### config.mk
export PLATFORM = sky130hd
export DESIGN_NAME = character_class_tokenizer
export DESIGN_NICKNAME = d
export VERILOG_FILES = /design/src/design/cct_pkg.sv /design/src/design/character_class_tokenizer.sv /design/src/design/cct_step.sv /design/src/design/cct_res_fifo.sv
export SDC_FILE = /design/constraint.sdc
export NUM_CORES = 1
export LEC_CHECK = 0
export BUFFER_PORTS_ARGS = -buffer_cell sky130_fd_sc_hd__buf_2
export CAP_MARGIN = 20
export CORE_MARGIN = 8
export CORE_UTILIZATION = 35
export CTS_CLUSTER_DIAMETER = 150
export DETAILED_ROUTE_END_ITERATION = 16
export PLACE_DENSITY = 0.5
export SLEW_MARGIN = 25
export SYNTH_ARGS = -nofsm -noshare
export SYNTH_HDL_FRONTEND = slang
export SYNTH_SLANG_ARGS = --single-unit
### constraint.sdc
create_clock -name aclk -period 14.8 [get_ports aclk]
set_input_delay 2.96 -clock aclk [delete_from_list [all_inputs] [get_ports aclk]]
set_output_delay 2.96 -clock aclk [all_outputs]
set_load 0.1 [all_outputs]
### src/design/cct_pkg.sv
// Package for the character class tokenizer: transfer payload types, token kind
// and scan mode codes, character constants and class functions.
// No dependencies.
package cct_pkg;

    localparam int MAX_TEXT_DEFAULT = 65536;
    localparam int RES_DEPTH        = 4;

    typedef enum logic [2:0] {
        KIND_NEWLINE = 3'd0,
        KIND_SPACE   = 3'd1,
        KIND_IDENT   = 3'd2,
        KIND_NUMBER  = 3'd3,
        KIND_STRING  = 3'd4,
        KIND_UNTERM  = 3'd5,
        KIND_INVALID = 3'd6
    } token_kind_t;

    typedef enum logic [2:0] {
        MODE_IDLE,
        MODE_CR,
        MODE_MINUS,
        MODE_SPACE,
        MODE_IDENT,
        MODE_NUMBER,
        MODE_STRING
    } scan_mode_t;

    typedef struct packed {
        logic [7:0] character;
        logic       end_of_text;
    } cct_item_t;

    typedef struct packed {
        token_kind_t token_kind;
        logic [15:0] token_start;
        logic [16:0] token_length;
        logic        last_of_run;
    } cct_result_t;

    typedef struct packed {
        logic [1:0]  count;
        cct_result_t res0;
        cct_result_t res1;
    } cct_step_out_t;

    localparam logic [7:0] CH_NUL    = 8'h00;
    localparam logic [7:0] CH_TAB    = 8'h09;
    localparam logic [7:0] CH_LF     = 8'h0A;
    localparam logic [7:0] CH_CR     = 8'h0D;
    localparam logic [7:0] CH_SPACE  = 8'h20;
    localparam logic [7:0] CH_DQUOTE = 8'h22;
    localparam logic [7:0] CH_SQUOTE = 8'h27;
    localparam logic [7:0] CH_MINUS  = 8'h2D;
    localparam logic [7:0] CH_DOT    = 8'h2E;
    localparam logic [7:0] CH_BSLASH = 8'h5C;
    localparam logic [7:0] CH_UNDER  = 8'h5F;
    localparam logic [7:0] CH_E      = 8'h65;

    function automatic logic is_digit(logic [7:0] c);
        return (c >= 8'h30) && (c <= 8'h39);
    endfunction

    function automatic logic is_alpha(logic [7:0] c);
        return ((c >= 8'h61) && (c <= 8'h7A)) || ((c >= 8'h41) && (c <= 8'h5A));
    endfunction

endpackage

### src/design/character_class_tokenizer.sv
// Top level of the character class tokenizer: input register, scan step and
// result queue. Depends on cct_pkg, cct_step and cct_res_fifo.
//
// Usage: one text byte per transfer on s_item (character, end_of_text), with
// end_of_text set on the final byte of each text. Each token comes out as one
// transfer on m_result with its kind, start offset and length; last_of_run
// marks the final result caused by a given input byte, and a byte may cause
// none, one or two results. Both channels use valid/ready.
// A result caused by a byte passes the input register and then the result
// queue before it is offered on m_result.
// Throughput: one byte per cycle. The byte in the input register is scanned
// once the four-entry result queue has space for two results, so a stalled
// receiver fills the queue and then holds s_ready low.
// Reset (aresetn low, synchronous) empties the input register and the queue
// and puts the scanner between tokens at offset zero. After the byte flagged
// end_of_text the scanner returns to that state, ready for a new text.
module character_class_tokenizer
    import cct_pkg::*;
#(
    parameter int MAX_TEXT = MAX_TEXT_DEFAULT
) (
    input  logic        aclk,
    input  logic        aresetn,
    input  logic        s_valid,
    output logic        s_ready,
    input  cct_item_t   s_item,
    output logic        m_valid,
    input  logic        m_ready,
    output cct_result_t m_result
);

    logic          in_valid_reg, in_valid_next;
    cct_item_t     in_reg;
    logic          room;
    logic          fire;
    cct_step_out_t step_out;

    assign fire    = in_valid_reg && room;
    assign s_ready = !in_valid_reg || fire;

    always_comb begin
        in_valid_next = in_valid_reg;
        if (s_valid && s_ready) begin
            in_valid_next = 1'b1;
        end else if (fire) begin
            in_valid_next = 1'b0;
        end
    end

    always_ff @(posedge aclk) begin
        if (!aresetn) begin
            in_valid_reg <= 1'b0;
        end else begin
            in_valid_reg <= in_valid_next;
        end
    end

    always_ff @(posedge aclk) begin
        if (s_valid && s_ready) begin
            in_reg <= s_item;
        end
    end

    cct_step #(
        .MAX_TEXT(MAX_TEXT)
    ) u_step (
        .aclk    (aclk),
        .aresetn (aresetn),
        .fire    (fire),
        .item    (in_reg),
        .step_out(step_out)
    );

    cct_res_fifo u_fifo (
        .aclk    (aclk),
        .aresetn (aresetn),
        .push_en (fire),
        .push    (step_out),
        .room    (room),
        .m_valid (m_valid),
        .m_ready (m_ready),
        .m_result(m_result)
    );

`ifndef NO_ASSERTIONS
    a_hold_input: assert property (@(posedge aclk) disable iff (!aresetn)
        in_valid_reg && !fire |=> in_valid_reg && $stable(in_reg))
        else $error("input register lost a byte that was not scanned");
`endif

endmodule

### src/design/cct_step.sv
// Tokenizer scan state and the per-character step logic that yields up to two
// results for each transfer. Depends on cct_pkg.
module cct_step
    import cct_pkg::*;
#(
    parameter int MAX_TEXT = MAX_TEXT_DEFAULT
) (
    input  logic          aclk,
    input  logic          aresetn,
    input  logic          fire,
    input  cct_item_t     item,
    output cct_step_out_t step_out
);

    localparam int POS_W = $clog2(MAX_TEXT + 1);
    localparam int EXT_W = (POS_W > 17) ? POS_W : 17;
    localparam logic [POS_W-1:0] POS_MAX    = POS_W'(MAX_TEXT);
    localparam logic [POS_W-1:0] ORIGIN_MAX = POS_W'(MAX_TEXT - 1);

    typedef struct packed {
        logic             valid;
        token_kind_t      kind;
        logic [POS_W-1:0] start;
        logic [POS_W-1:0] len;
    } emit_t;

    scan_mode_t       mode_reg, mode_next;
    logic [POS_W-1:0] origin_reg, origin_next;
    logic [POS_W-1:0] pos_reg, pos_next;
    logic             quote_reg, quote_next;
    logic             esc_reg, esc_next;
    logic             halted_reg, halted_next;

    logic [7:0]       c;
    logic             last;
    logic [POS_W-1:0] incl;
    logic [POS_W-1:0] o_p;
    logic [POS_W-1:0] str_start;

    scan_mode_t       st_mode;
    logic             st_halt;
    logic             st_quote_we;
    logic             st_quote;
    emit_t            st_emit;

    emit_t            e1, e2, e3, first, second;
    logic             do_start;
    logic             cont;
    token_kind_t      run_kind;

    function automatic logic [POS_W-1:0] span(logic [POS_W-1:0] a, logic [POS_W-1:0] b);
        return (a > b) ? (a - b) : '0;
    endfunction

    function automatic cct_result_t to_result(emit_t e, logic fin);
        cct_result_t r;
        logic [EXT_W-1:0] s_ext;
        logic [EXT_W-1:0] l_ext;
        s_ext = EXT_W'(e.start);
        l_ext = EXT_W'(e.len);
        r.token_kind   = e.kind;
        r.token_start  = s_ext[15:0];
        r.token_length = l_ext[16:0];
        r.last_of_run  = fin;
        return r;
    endfunction

    assign c    = item.character;
    assign last = item.end_of_text;
    assign incl = (pos_reg == POS_MAX) ? POS_MAX : (pos_reg + 1'b1);
    assign o_p  = (pos_reg > ORIGIN_MAX) ? ORIGIN_MAX : pos_reg;
    assign str_start = ((origin_reg + 1'b1) > ORIGIN_MAX) ? ORIGIN_MAX : (origin_reg + 1'b1);

    // Classification of a character that opens a new token.
    always_comb begin
        st_mode     = MODE_IDLE;
        st_halt     = 1'b0;
        st_quote_we = 1'b0;
        st_quote    = (c == CH_SQUOTE);
        st_emit     = '{valid: 1'b0, kind: KIND_INVALID, start: o_p, len: POS_W'(1)};
        if (c == CH_NUL) begin
            st_halt = 1'b1;
        end else if (c == CH_CR) begin
            if (last) begin
                st_emit.valid = 1'b1;
                st_emit.kind  = KIND_NEWLINE;
            end else begin
                st_mode = MODE_CR;
            end
        end else if (c == CH_LF) begin
            st_emit.valid = 1'b1;
            st_emit.kind  = KIND_NEWLINE;
        end else if ((c == CH_SPACE) || (c == CH_TAB)) begin
            st_mode = MODE_SPACE;
        end else if ((c == CH_DQUOTE) || (c == CH_SQUOTE)) begin
            st_mode     = MODE_STRING;
            st_quote_we = 1'b1;
        end else if (c == CH_MINUS) begin
            if (last) begin
                st_emit.valid = 1'b1;
            end else begin
                st_mode = MODE_MINUS;
            end
        end else if (is_alpha(c) || (c == CH_UNDER)) begin
            st_mode = MODE_IDENT;
        end else if (is_digit(c)) begin
            st_mode = MODE_NUMBER;
        end else begin
            st_emit.valid = 1'b1;
        end
    end

    always_comb begin
        mode_next   = mode_reg;
        origin_next = origin_reg;
        quote_next  = quote_reg;
        esc_next    = esc_reg;
        halted_next = halted_reg;
        pos_next    = incl;
        e1          = '{valid: 1'b0, kind: KIND_INVALID, start: origin_reg, len: POS_W'(1)};
        e2          = e1;
        e3          = e1;
        do_start    = 1'b0;
        cont        = 1'b0;
        run_kind    = KIND_SPACE;

        case (mode_reg)
            MODE_SPACE: begin
                cont     = (c == CH_SPACE) || (c == CH_TAB);
                run_kind = KIND_SPACE;
            end
            MODE_IDENT: begin
                cont     = is_alpha(c) || is_digit(c) || (c == CH_UNDER);
                run_kind = KIND_IDENT;
            end
            MODE_NUMBER: begin
                cont = is_digit(c) || (c == CH_DOT) || (c == CH_MINUS) || (c == CH_E);
                run_kind = KIND_NUMBER;
            end
            default: begin
                cont     = 1'b0;
                run_kind = KIND_SPACE;
            end
        endcase

        if (!halted_reg) begin
            case (mode_reg)
                MODE_CR: begin
                    mode_next = MODE_IDLE;
                    e1.valid  = 1'b1;
                    e1.kind   = KIND_NEWLINE;
                    if (c == CH_LF) begin
                        e1.len = POS_W'(2);
                    end else begin
                        do_start = 1'b1;
                    end
                end
                MODE_MINUS: begin
                    if (is_digit(c)) begin
                        mode_next = MODE_NUMBER;
                    end else begin
                        mode_next = MODE_IDLE;
                        e1.valid  = 1'b1;
                        do_start  = 1'b1;
                    end
                end
                MODE_SPACE, MODE_IDENT, MODE_NUMBER: begin
                    if (!cont) begin
                        mode_next = MODE_IDLE;
                        e1.valid  = 1'b1;
                        e1.kind   = run_kind;
                        e1.len    = span(pos_reg, origin_reg);
                        do_start  = 1'b1;
                    end
                end
                MODE_STRING: begin
                    if (esc_reg) begin
                        esc_next = 1'b0;
                    end else if (c == (quote_reg ? CH_SQUOTE : CH_DQUOTE)) begin
                        mode_next = MODE_IDLE;
                        e1.valid  = 1'b1;
                        e1.kind   = KIND_STRING;
                        e1.start  = str_start;
                        e1.len    = span(pos_reg, str_start);
                    end else if (c == CH_BSLASH) begin
                        esc_next = 1'b1;
                    end
                end
                default: begin
                    mode_next = MODE_IDLE;
                    do_start  = 1'b1;
                end
            endcase

            if (do_start) begin
                mode_next   = st_mode;
                origin_next = o_p;
                halted_next = st_halt;
                e2          = st_emit;
                if (st_quote_we) begin
                    quote_next = st_quote;
                    esc_next   = 1'b0;
                end
            end

            // The end of the text closes a run that is still open.
            if (last && !halted_next) begin
                e3.start = origin_next;
                e3.len   = span(incl, origin_next);
                case (mode_next)
                    MODE_SPACE: begin
                        e3.valid = 1'b1;
                        e3.kind  = KIND_SPACE;
                    end
                    MODE_IDENT: begin
                        e3.valid = 1'b1;
                        e3.kind  = KIND_IDENT;
                    end
                    MODE_NUMBER: begin
                        e3.valid = 1'b1;
                        e3.kind  = KIND_NUMBER;
                    end
                    MODE_STRING: begin
                        e3.valid = 1'b1;
                        e3.kind  = KIND_UNTERM;
                    end
                    default: begin
                        e3.valid = 1'b0;
                    end
                endcase
            end
        end

        if (last) begin
            mode_next   = MODE_IDLE;
            origin_next = '0;
            pos_next    = '0;
            quote_next  = 1'b0;
            esc_next    = 1'b0;
            halted_next = 1'b0;
        end
    end

    // A start-token result and an end-of-text result never occur together.
    always_comb begin
        first  = e1.valid ? e1 : (e2.valid ? e2 : e3);
        second = e2.valid ? e2 : e3;
        if (!e1.valid) begin
            second.valid = 1'b0;
        end
        step_out.count = 2'(e1.valid) + 2'(e2.valid) + 2'(e3.valid);
        step_out.res0  = to_result(first, !second.valid);
        step_out.res1  = to_result(second, 1'b1);
    end

    always_ff @(posedge aclk) begin
        if (!aresetn) begin
            mode_reg   <= MODE_IDLE;
            origin_reg <= '0;
            pos_reg    <= '0;
            quote_reg  <= 1'b0;
            esc_reg    <= 1'b0;
            halted_reg <= 1'b0;
        end else if (fire) begin
            mode_reg   <= mode_next;
            origin_reg <= origin_next;
            pos_reg    <= pos_next;
            quote_reg  <= quote_next;
            esc_reg    <= esc_next;
            halted_reg <= halted_next;
        end
    end

`ifndef NO_ASSERTIONS
    a_eot_clears: assert property (@(posedge aclk) disable iff (!aresetn)
        fire && item.end_of_text |=>
            (pos_reg == '0) && (mode_reg == MODE_IDLE) && !halted_reg)
        else $error("end of text did not return the scanner to its reset state");

    a_halted_silent: assert property (@(posedge aclk) disable iff (!aresetn)
        fire && halted_reg |-> step_out.count == 2'd0)
        else $error("halted scanner produced a result");
`endif

endmodule

### src/design/cct_res_fifo.sv
// Result queue that takes up to two results per cycle and delivers one
// transfer per cycle on the result channel while m_ready is high. Depends on cct_pkg.
module cct_res_fifo
    import cct_pkg::*;
(
    input  logic          aclk,
    input  logic          aresetn,
    input  logic          push_en,
    input  cct_step_out_t push,
    output logic          room,
    output logic          m_valid,
    input  logic          m_ready,
    output cct_result_t   m_result
);

    localparam int PTR_W = $clog2(RES_DEPTH);
    localparam int CNT_W = $clog2(RES_DEPTH + 1);

    cct_result_t      mem_reg [RES_DEPTH];
    logic [PTR_W-1:0] wr_ptr_reg, wr_ptr_next;
    logic [PTR_W-1:0] rd_ptr_reg, rd_ptr_next;
    logic [CNT_W-1:0] count_reg, count_next;
    logic [1:0]       push_n;
    logic             pop;

    assign push_n   = push_en ? push.count : 2'd0;
    assign pop      = m_valid && m_ready;
    assign m_valid  = (count_reg != '0);
    assign m_result = mem_reg[rd_ptr_reg];
    assign room     = (count_reg <= CNT_W'(RES_DEPTH - 2));

    assign wr_ptr_next = wr_ptr_reg + PTR_W'(push_n);
    assign rd_ptr_next = rd_ptr_reg + PTR_W'(pop);
    assign count_next  = count_reg + CNT_W'(push_n) - CNT_W'(pop);

    always_ff @(posedge aclk) begin
        if (push_n != 2'd0) begin
            mem_reg[wr_ptr_reg] <= push.res0;
        end
        if (push_n == 2'd2) begin
            mem_reg[wr_ptr_reg + 1'b1] <= push.res1;
        end
    end

    always_ff @(posedge aclk) begin
        if (!aresetn) begin
            wr_ptr_reg <= '0;
            rd_ptr_reg <= '0;
            count_reg  <= '0;
        end else begin
            wr_ptr_reg <= wr_ptr_next;
            rd_ptr_reg <= rd_ptr_next;
            count_reg  <= count_next;
        end
    end

`ifndef NO_ASSERTIONS
    a_no_overflow: assert property (@(posedge aclk) disable iff (!aresetn)
        count_reg <= CNT_W'(RES_DEPTH))
        else $error("result queue overflow");

    a_push_has_room: assert property (@(posedge aclk) disable iff (!aresetn)
        push_n != 2'd0 |-> count_reg <= CNT_W'(RES_DEPTH - 2))
        else $error("results pushed without room for two");

    a_pop_only: assert property (@(posedge aclk) disable iff (!aresetn)
        pop && (push_n == 2'd0) |=> count_reg == $past(count_reg) - 1'b1)
        else $error("queue count wrong after a lone pop");
`endif

endmodule
# Yosys cells after proc, flatten, opt, wreduce, memory -nomap -nowiden
# Memories as Yosys holds them, arrays and structs flattened. A register that Yosys moved wholly into a read port is not among the register bits.
# Index checks and enable logic that the tools add are counted.
# totals
register_bits	57
latch_bits	0
ram_bits	148
romBits	0
output_inout_bits	39
word_cells	188
mem_count	1
# classes
add_sub_neg	12
n_mul	0
div_mod_pow	0
n_lt_le_gt_ge	12
n_eq_ne	25
shift	0
n_mux	96
bitwise_logic	0
n_reduce_logical	30
# memory_table
name	depth	width	rd	rd_ports_with_merged_regs	wr	line_no	rtl
u_fifo.mem_reg	4	37	1	1	2	cct_res_fifo.sv:19	cct_result_t mem_reg [RES_DEPTH];
# op_table
cell	n
$mux 38	8
$mux 17	13
$gt 17x17->1	3
$mux 3	17
$pmux 17 s3	1
$sub 17x17->17	3
$mux 1	41
$eq 8x6->1 const B	5
$mux 37	1
$add 17x1->17 const B	2
$gt 17x16->1 const B	2
$eq 8x4->1 const B	3
$eq 8x7->1 const B	3
$eq 3x3->1 const B	6
$pmux 3 s3	2
$eq 17x17->1 const B	1
$ge 8x7->1 const B	2
$le 8x7->1 const B	2
$mux 4	4
$pmux 3 s4	1
$logic_or 1x1->1	10
$eq 3x2->1 const B	3
$eq 8x8->1	1
$ge 8x6->1 const B	1
24 further kinds	40

# Longest topological paths before layout
# Gate-level depths: netlist of the first run.
# logic_depth
ltp_word	23
depth_mapped	22
ltp_nobuf	19

# Hierarchy
# From an unflattened synthesis of the first run, not the netlist that was laid out.
# hier_totals
hier_cells	1451
hier_area_um2	15097.0
# by_module_without_submodules
module	n_inst	cells_each	area_each_um2	seq_area_each_um2
cct_res_fifo	1	410	7651.1	4584.4
cct_step	1	1026	7110.6	800.8
character_class_tokenizer	1	15	335.3	290.3

# Worst setup path before layout of the first run
# OpenSTA, ideal clock, no wires.
# synth_path
path_type	reg2reg
startpoint	reg in_reg[2] (netlist name)
endpoint	mem u_fifo.mem_reg[2][10] (netlist name) (enable)
setup_time_ps	482
arrival_time_ps	5788
required_ps	14318
slack_ps	8530
path_stages_with_launch	14
n_path_buf	2
period_less_slack_ps	6270
path_cell_list	edfxtp_1 buf_2 or4_1 o22ai_1 o221ai_1 o211a_4 nand2_1 buf_2 a221o_1 o21ai_2 fa_1 nor2_1 nand2_1 o21ai_0
# synth_lines
item	line_no	rtl
start, declared	character_class_tokenizer.sv:33	cct_item_t in_reg;
start signal, assigned	character_class_tokenizer.sv:60	in_reg <= s_item;
end, declared	cct_res_fifo.sv:19	

==> impl_metrics.env, run 1 <==
export IMPL_gp_congestion=0.991
export IMPL_start_util_pct=35.3
export IMPL_io_pins=52
export IMPL_die_area_um2=46600
export IMPL_pwr_share_clk_pct=33.0
export IMPL_outcome="finished, final reports clean"
export IMPL_die_y_um=216
export IMPL_switching_share_pct=40.3
export IMPL_cp_required_ns=15.17
export IMPL_maxSlewHeadroom_pct=29.9
export IMPL_ys_types=88
export IMPL_largest_register_ffs=148
export IMPL_grt_usage_pct=21.1
export IMPL_nets=1527
export IMPL_hold_class="flip-flop to flip-flop"
export IMPL_cts_made_buffers=24
export IMPL_path_clk_slew_ns=0.07
export IMPL_synthFlopType="edfxtp_1"
export IMPL_seq_area_frac_synth_pct=40.3
export IMPL_insertion_delay_ns=0.55
export IMPL_p_int_w=0.00128
export IMPL_ir_worst_vdd_v=0.0000718
export IMPL_drive_gt1_share_pct=12.6
export IMPL_seq_power_share_pct=31.4
export IMPL_p_leak_nw=5.51
export IMPL_vias=12100
export IMPL_ys_async_sr_fraction_pct=0
export IMPL_startpoint_type="flip-flop"
export IMPL_slew_violations=0
export IMPL_crit_fanout=12
export IMPL_fmax_mhz=158
export IMPL_reg2reg_depth=19
export IMPL_drt_met1_wl_mm=22.2
export IMPL_cts_tree="done"
export IMPL_top_layer="met4"
export IMPL_finalCritPeriodShare_pct=42.7
export IMPL_critPathArrivalTime_ns=6.70
export IMPL_hold_path_startpoint="u_fifo.mem_reg[3][0]$_SDFFE_PP1P_"
export IMPL_r2r_slack_ns=8.47
export IMPL_yosys_warnings=0
export IMPL_cts_sinks=205
export IMPL_whs_ns=0.489
export IMPL_dp_cells=1947
export IMPL_cts_max_path_buffers=3
export IMPL_antenna_found_initial=0
export IMPL_place_area_um2=14700
export IMPL_design_area_um2=15600
export IMPL_crit_type="flip-flop to flip-flop"
export IMPL_fillers=3915
export IMPL_rsz0062_at_grt="no"
export IMPL_drv_cap=0
export IMPL_grt_pass1_wl_mm=76.4
export IMPL_worst_slack_ns=8.47
export IMPL_die_width_um=216
export IMPL_holdPathEnd="u_fifo.mem_reg[3][0]$_SDFFE_PP1P_"
export IMPL_crit_slowest_cell="o311ai_0"
export IMPL_dp_hpwl_mm=37.0
export IMPL_powerDensity_nw_per_um2=137
export IMPL_placementRows=73
export IMPL_synth_area_um2=14000
export IMPL_vias_per_cell=6.08
export IMPL_coreArea_um2=39500
export IMPL_wl_per_cell_um=25.5
export IMPL_grt_max_degree=49
export IMPL_finalNonFillerCells=1991
export IMPL_setup_tns_ns=0
export IMPL_crit_chain="ha_1, nand4_2, nor4_1, nand3_1, nor3_2, xnor2_1, o31a_1, nand2_1, inv_1, ha_1, nor2b_1, o21bai_1, a21oi_1, o21ai_0, a211oi_1, o21ai_0, o311ai_0, o21ai_0, o21ai_0"
export IMPL_cts_max_level=1
export IMPL_synth_top_area_share_pct=32.9
export IMPL_drt_iter0_markers=1304
export IMPL_end_kind="flip-flop"
export IMPL_postCtsResizedCells=0
export IMPL_synth_seq_cells=205
export IMPL_first_global_vias=11800
export IMPL_firstDrtPassIters=6
export IMPL_switching_power_w=0.000864
export IMPL_antennaDiodeCount=0
export IMPL_dr_wl_met3_mm=3.36
export IMPL_final_hold_viol_count=0
export IMPL_syn_avg_cell_area_um2=9.73
export IMPL_synth_edf_count=153
export IMPL_dr_wl_met2_mm=23.2
export IMPL_fin_crit_ns=6.33
export IMPL_ant_nets=0
export IMPL_tightest_slew_ns=1.05
export IMPL_syn_inst=1436
export IMPL_yosysTopAreaCell="edfxtp_1"
export IMPL_place_ws_ns=8.58
export IMPL_io_buffers=51
export IMPL_synthTopCellsByArea="edfxtp_1 33%, dfxtp_1 7.5%, mux4_2 6.0%"
export IMPL_cts_root_buffer="clkbuf_16"
export IMPL_timing_rr_end="u_fifo.mem_reg[3][1]$_DFFE_PP_"
export IMPL_cts_hold_buf=0
export IMPL_skew_ns=0.0195
export IMPL_cpPeakStageDelay_ns=0.86
export IMPL_syn_nets=1515
export IMPL_drcViolationCount=0
export IMPL_post_cts_buffers=0
export IMPL_holdPathStages=2
export IMPL_setup_viol=0
export IMPL_area_growth_pct=12.0
export IMPL_crit_path_frequent_cell="o21ai_0"
export IMPL_combPwrFrac_pct=35.6
export IMPL_grt_ovfl_total=0
export IMPL_r2r_start="u_step.origin_reg[0]$_SDFFE_PN0P_"
export IMPL_routed_wl_mm=50.8
## worst max-delay path: cells and delay by family, from the launching register on
kind	cells	cell delay [ns]
buf+inv	1	0.10
fa+ha+maj	2	0.47
simple gates	6	1.75
flops	1	0.55
xor+xnor	1	0.31
compound gates	9	2.96
## power groups by stage
stage | Clock, W | Combinational, W | Sequential, W
6_report | 0.000707 | 0.000763 | 0.000672
5_1_grt | 0.000736 | 0.000800 | 0.000676
4_1_cts | 0.000717 | 0.000766 | 0.000671
3_5_place_dp | 0 | 0.000764 | 0.000684
3_3_place_gp | 0 | 0.000766 | 0.000683
2_1_floorplan | 0 | 0.000613 | 0.000672
## cells by family after synthesis
family                   count (synthesis)  share of synthesized area [%]
AND/OR/NAND/NOR                        475                           17.0
AO/OA/AOI/OAI                          442                           21.8
flip-flops                             205                           40.3
buffers and inverters                  136                           4.00
XOR/XNOR                                72                           4.51
adder cells (fa/ha/maj)                 66                           6.18
multiplexers                            39                           6.11
other                                    1                         0.0268
## per-layer routing
metal	up-vias	global-route usage, %
met5	-	0
met4	0	8.31
met1	5993	28.8
met3	89	2.97
li1	5522	-
met2	493	33.3
## synthesized netlist by cell type (4+ instances only)
cell and instances:
ha_1 61, o31a_1 6, dfxtp_1 52, o31ai_1 4, fa_1 5, a22oi_1 16
o22ai_1 81, buf_1 6, nor4_1 10, mux4_2 37, nor3b_1 4, xor2_1 21
o21ai_0 104, and3_1 9, a32o_1 44, nor2_1 105, o32ai_1 26, or3_1 13
edfxtp_1 153, o21a_1 8, a21oi_1 60, nand2b_1 19, xnor2_1 51, nor3_1 15
clkbuf_1 59, inv_1 46, and2_1 43, buf_2 19, nor2b_1 38, o211ai_1 7
nand2_1 135, or2_2 7, o21bai_1 7, nand3_1 40, a21o_1 15, a31oi_1 12
nand4_1 15
## layout make-up
cell class / count / area (µm²) / area share [%]
clock buffers: 27 / 633 / 4.05
flip-flops and latches: 205 / 5640 / 36.0
clock inverters: 17 / 292 / 1.86
repair buffers: 75 / 435 / 2.78
multi-input cells: 1095 / 7810 / 49.9
inverters: 47 / 176 / 1.13
well taps: 525 / 657 / 4.20
## cells in the final DEF, fill, tap and decap left out, types with 16 or more instances in the layout
cell type,netlist,final
a21oi_1,60,60
a22oi_1,16,16
a32o_1,44,44
and2_1,43,43
buf_2,19,51
buf_4,2,24
clkbuf_16,0,25
dfxtp_1,52,50
edfxtp_1,153,153
ha_1,61,61
inv_1,46,46
mux4_2,37,37
nand2_1,135,132
nand2b_1,19,19
nand3_1,40,40
nor2_1,105,105
nor2b_1,38,38
o21ai_0,104,102
o22ai_1,81,80
o32ai_1,26,26
xnor2_1,51,51
xor2_1,21,21
## per-stage QoR
| stage | total power (W) | util (%) |
|---|---|---|
| 3_3_place_gp | 0.00145 | 37.2 |
| 2_1_floorplan | 0.00128 | - |
| 5_1_grt | 0.00221 | 39.5 |
| 6_report | 0.00214 | 39.5 |
| 3_5_place_dp | 0.00145 | 37.2 |
| 4_1_cts | 0.00215 | 39.5 |
## worst max path at each step
stage	from	to	cells after the start
final	u_step.origin_reg[0]$_SDFFE_PN0P_	u_fifo.mem_reg[3][1]$_DFFE_PP_	19
after global routing	in_reg[3]$_DFFE_PP_	u_fifo.mem_reg[1][17]$_DFFE_PP_	19
after CTS	u_step.origin_reg[0]$_SDFFE_PN0P_	u_fifo.mem_reg[1][1]$_DFFE_PP_	18
after detailed placement	u_step.origin_reg[0]$_SDFFE_PN0P_	u_fifo.mem_reg[1][1]$_DFFE_PP_	18
after global placement	in_reg[2]$_DFFE_PP_	u_fifo.mem_reg[0][17]$_DFFE_PP_	19
after floorplan	in_reg[2]$_DFFE_PP_	u_fifo.mem_reg[2][10]$_DFFE_PP_	13
No activity file was read; power rests on OpenSTA's default activity.
==> run 2: changes to the inputs <==
--- a/config.mk
+++ b/config.mk
@@ -11,7 +11,7 @@
 export CORE_UTILIZATION = 35
 export CTS_CLUSTER_DIAMETER = 150
 export DETAILED_ROUTE_END_ITERATION = 16
-export PLACE_DENSITY = 0.5
+export PLACE_DENSITY = 0.52
 export SLEW_MARGIN = 25
 export SYNTH_ARGS = -nofsm -noshare
 export SYNTH_HDL_FRONTEND = slang
==> constraint.sdc (replaced) <==
create_clock -name aclk -period 5.18 [get_ports aclk]
set_input_delay 1.036 -clock aclk [delete_from_list [all_inputs] [get_ports aclk]]
set_output_delay 1.036 -clock aclk [all_outputs]
set_load 0.1 [all_outputs]
==> run 2 against run 1 <==
  * Via count grew 2.9%
  * Clock power grew to 2.6 times the previous value
  * First-iteration DRC count is 3.2% lower
  * Sequential power grew to 2.9 times the previous value
  * Wire length fell by 2.4%
  * Clock skew is 0.0074 ns lower
  * Largest power group unchanged
==> impl_metrics.env, run 2 (synthesized netlist as in run 1, its figures left out) <==
export IMPL_cp_required_ns=5.44
export IMPL_switching_share_pct=40.4
export IMPL_path_clk_slew_ns=0.06
export IMPL_fin_crit_ns=4.93
export IMPL_drv_cap=0
export IMPL_crit_chain="nand2_1, or4b_1, nor2_1, nand3_1, xnor2_2, o31ai_1, buf_4, nor3b_1, ha_1, buf_4, nor2b_1, o211ai_1, nand2_1, a31oi_1, o211ai_1, a221oi_1, xnor2_1, a2bb2oi_1, buf_4, o32ai_1"
export IMPL_path_buf_inv=3
export IMPL_cts_max_path_buffers=3
export IMPL_grt_max_degree=49
export IMPL_routed_wl_mm=49.5
export IMPL_vias=12500
export IMPL_antenna_found_initial=0
export IMPL_die_area_um2=46600
export IMPL_finalCritPeriodShare_pct=95.2
export IMPL_drive_gt1_share_pct=20.8
export IMPL_start_util_pct=35.3
export IMPL_slew_violations=0
export IMPL_critPathArrivalTime_ns=5.19
export IMPL_outcome="finished, final reports clean"
export IMPL_seq_power_share_pct=32.4
export IMPL_cts_max_level=1
export IMPL_use_met3_pct=2.31
export IMPL_cts_root_buffer="clkbuf_16"
export IMPL_io_pins=52
export IMPL_end_kind="flip-flop"
export IMPL_fmax_mhz=203
export IMPL_final_util_pct=42.3
export IMPL_ant_nets=0
export IMPL_dp_cells=2077
export IMPL_insertion_delay_ns=0.54
export IMPL_coreArea_um2=39500
export IMPL_dp_hpwl_mm=37.8
export IMPL_top_usage_layer="met2"
export IMPL_drt_iter0_markers=1262
export IMPL_placementRows=73
export IMPL_p_leak_nw=6.14
export IMPL_grt_ovfl_total=0
export IMPL_skew_ns=0.0122
export IMPL_combPwrFrac_pct=37.3
export IMPL_vias_per_cell=5.87
export IMPL_finalNonFillerCells=2121
export IMPL_pwr_share_clk_pct=30.3
export IMPL_maxSlewHeadroom_pct=38.1
export IMPL_firstDrtPassIters=6
export IMPL_grt_usage_pct=20.6
export IMPL_place_area_um2=15700
export IMPL_critPathTopFamily="simple AND/OR/NAND/NOR gates"
export IMPL_setup_viol=0
export IMPL_tightest_slew_ns=0.919
export IMPL_cpPeakStageDelay_ns=0.54
export IMPL_wl_per_cell_um=23.4
export IMPL_area_growth_pct=19.7
export IMPL_grtUsageMet2_pct=34.4
export IMPL_drcViolationCount=0
export IMPL_rsz0062_at_grt="no"
export IMPL_startpoint_type="flip-flop"
export IMPL_p_total_w=0.00600
export IMPL_crit_type="flip-flop to flip-flop"
export IMPL_crit_slowest_cell="or4b_1"
export IMPL_gp_congestion=1.00
export IMPL_switching_power_w=0.00242
export IMPL_use_met1_pct=28.3
export IMPL_die_y_um=216
export IMPL_final_hold_viol_count=0
export IMPL_cts_hold_buf=0
export IMPL_crit_fanout=7
export IMPL_layout_commonest_cell="edfxtp_1"
export IMPL_ir_worst_vdd_v=0.000235
export IMPL_nets=1658
export IMPL_design_area_um2=16700
export IMPL_final_cell_mix="153 x edfxtp_1, 148 x buf_4, 131 x nand2_1, 102 x nor2_1, 99 x o21ai_0"
export IMPL_die_width_um=216
export IMPL_cts_sinks=205
export IMPL_cts_tree="done"
export IMPL_p_int_w=0.00358
export IMPL_largest_register_ffs=148
export IMPL_crit_path_frequent_cell="buf_4"
export IMPL_whs_ns=0.491
export IMPL_hold_class="flip-flop to flip-flop"
export IMPL_first_global_vias=12100
export IMPL_cts_made_buffers=23
export IMPL_grt_pass1_wl_mm=75.3
export IMPL_powerDensity_nw_per_um2=359
export IMPL_antennaDiodeCount=0
export IMPL_io_buffers=51
run 2: layout make-up:
class                   count  area [µm²]
multi-input cells        1095        7920
inverters                  47         176
flip-flops and latches    205        5640
fillers                  3881       22800
clock buffers              26         587
clock inverters            16         234
repair buffers            207        1500
well taps                 525         657
run 2: metal layers:
metal / routed length, µm / up-vias
met5: 0 / -
met3: 3340 / 64
met4: 1070 / 0
met2: 23600 / 476
li1: - / 5789
met1: 21500 / 6121
run 2: final timing paths:
check	from	end	slack, ns	cells past startpoint
max	u_step.origin_reg[5]$_SDFFE_PN0P_	u_fifo.mem_reg[0][17]$_DFFE_PP_	0.25	20
min	u_fifo.mem_reg[3][0]$_SDFFE_PP1P_	u_fifo.mem_reg[3][0]$_SDFFE_PP1P_	0.49	2
max reg2reg	u_step.origin_reg[5]$_SDFFE_PN0P_	u_fifo.mem_reg[0][17]$_DFFE_PP_	0.25	20
min reg2reg	u_fifo.mem_reg[3][0]$_SDFFE_PP1P_	u_fifo.mem_reg[3][0]$_SDFFE_PP1P_	0.49	2
run 2: per-stage QoR:
stage | setup TNS [ns] | setup WS (ns)
CTS | 0 | 0.0142
floorplan | 0 | 0.241
global placement | 0 | 0.0329
finish | 0 | 0.246
detailed placement | -0.421 | -0.0804
global route | 0 | 0.00316
run 2: worst min-delay path, delay by kind of cell, from the launching register on:
kind	cells	cell delay, ns
flops	1	0.31
simple gates	1	0.09
compound gates	1	0.04
run 2: power groups by stage:
stage,combinational (W),clock (W),sequential (W)
6_report,0.00224,0.00182,0.00195
5_1_grt,0.00235,0.00190,0.00196
4_1_cts,0.00224,0.00185,0.00195
3_5_place_dp,0.00222,0,0.00199
3_3_place_gp,0.00221,0,0.00198
2_1_floorplan,0.00175,0,0.00192
run 2: repair_timing:
item,in CTS,in global routing
gates resized for setup,7,24
pin swaps,1,1
endpoints found under the setup margin,24,88
buffers inserted,0,1
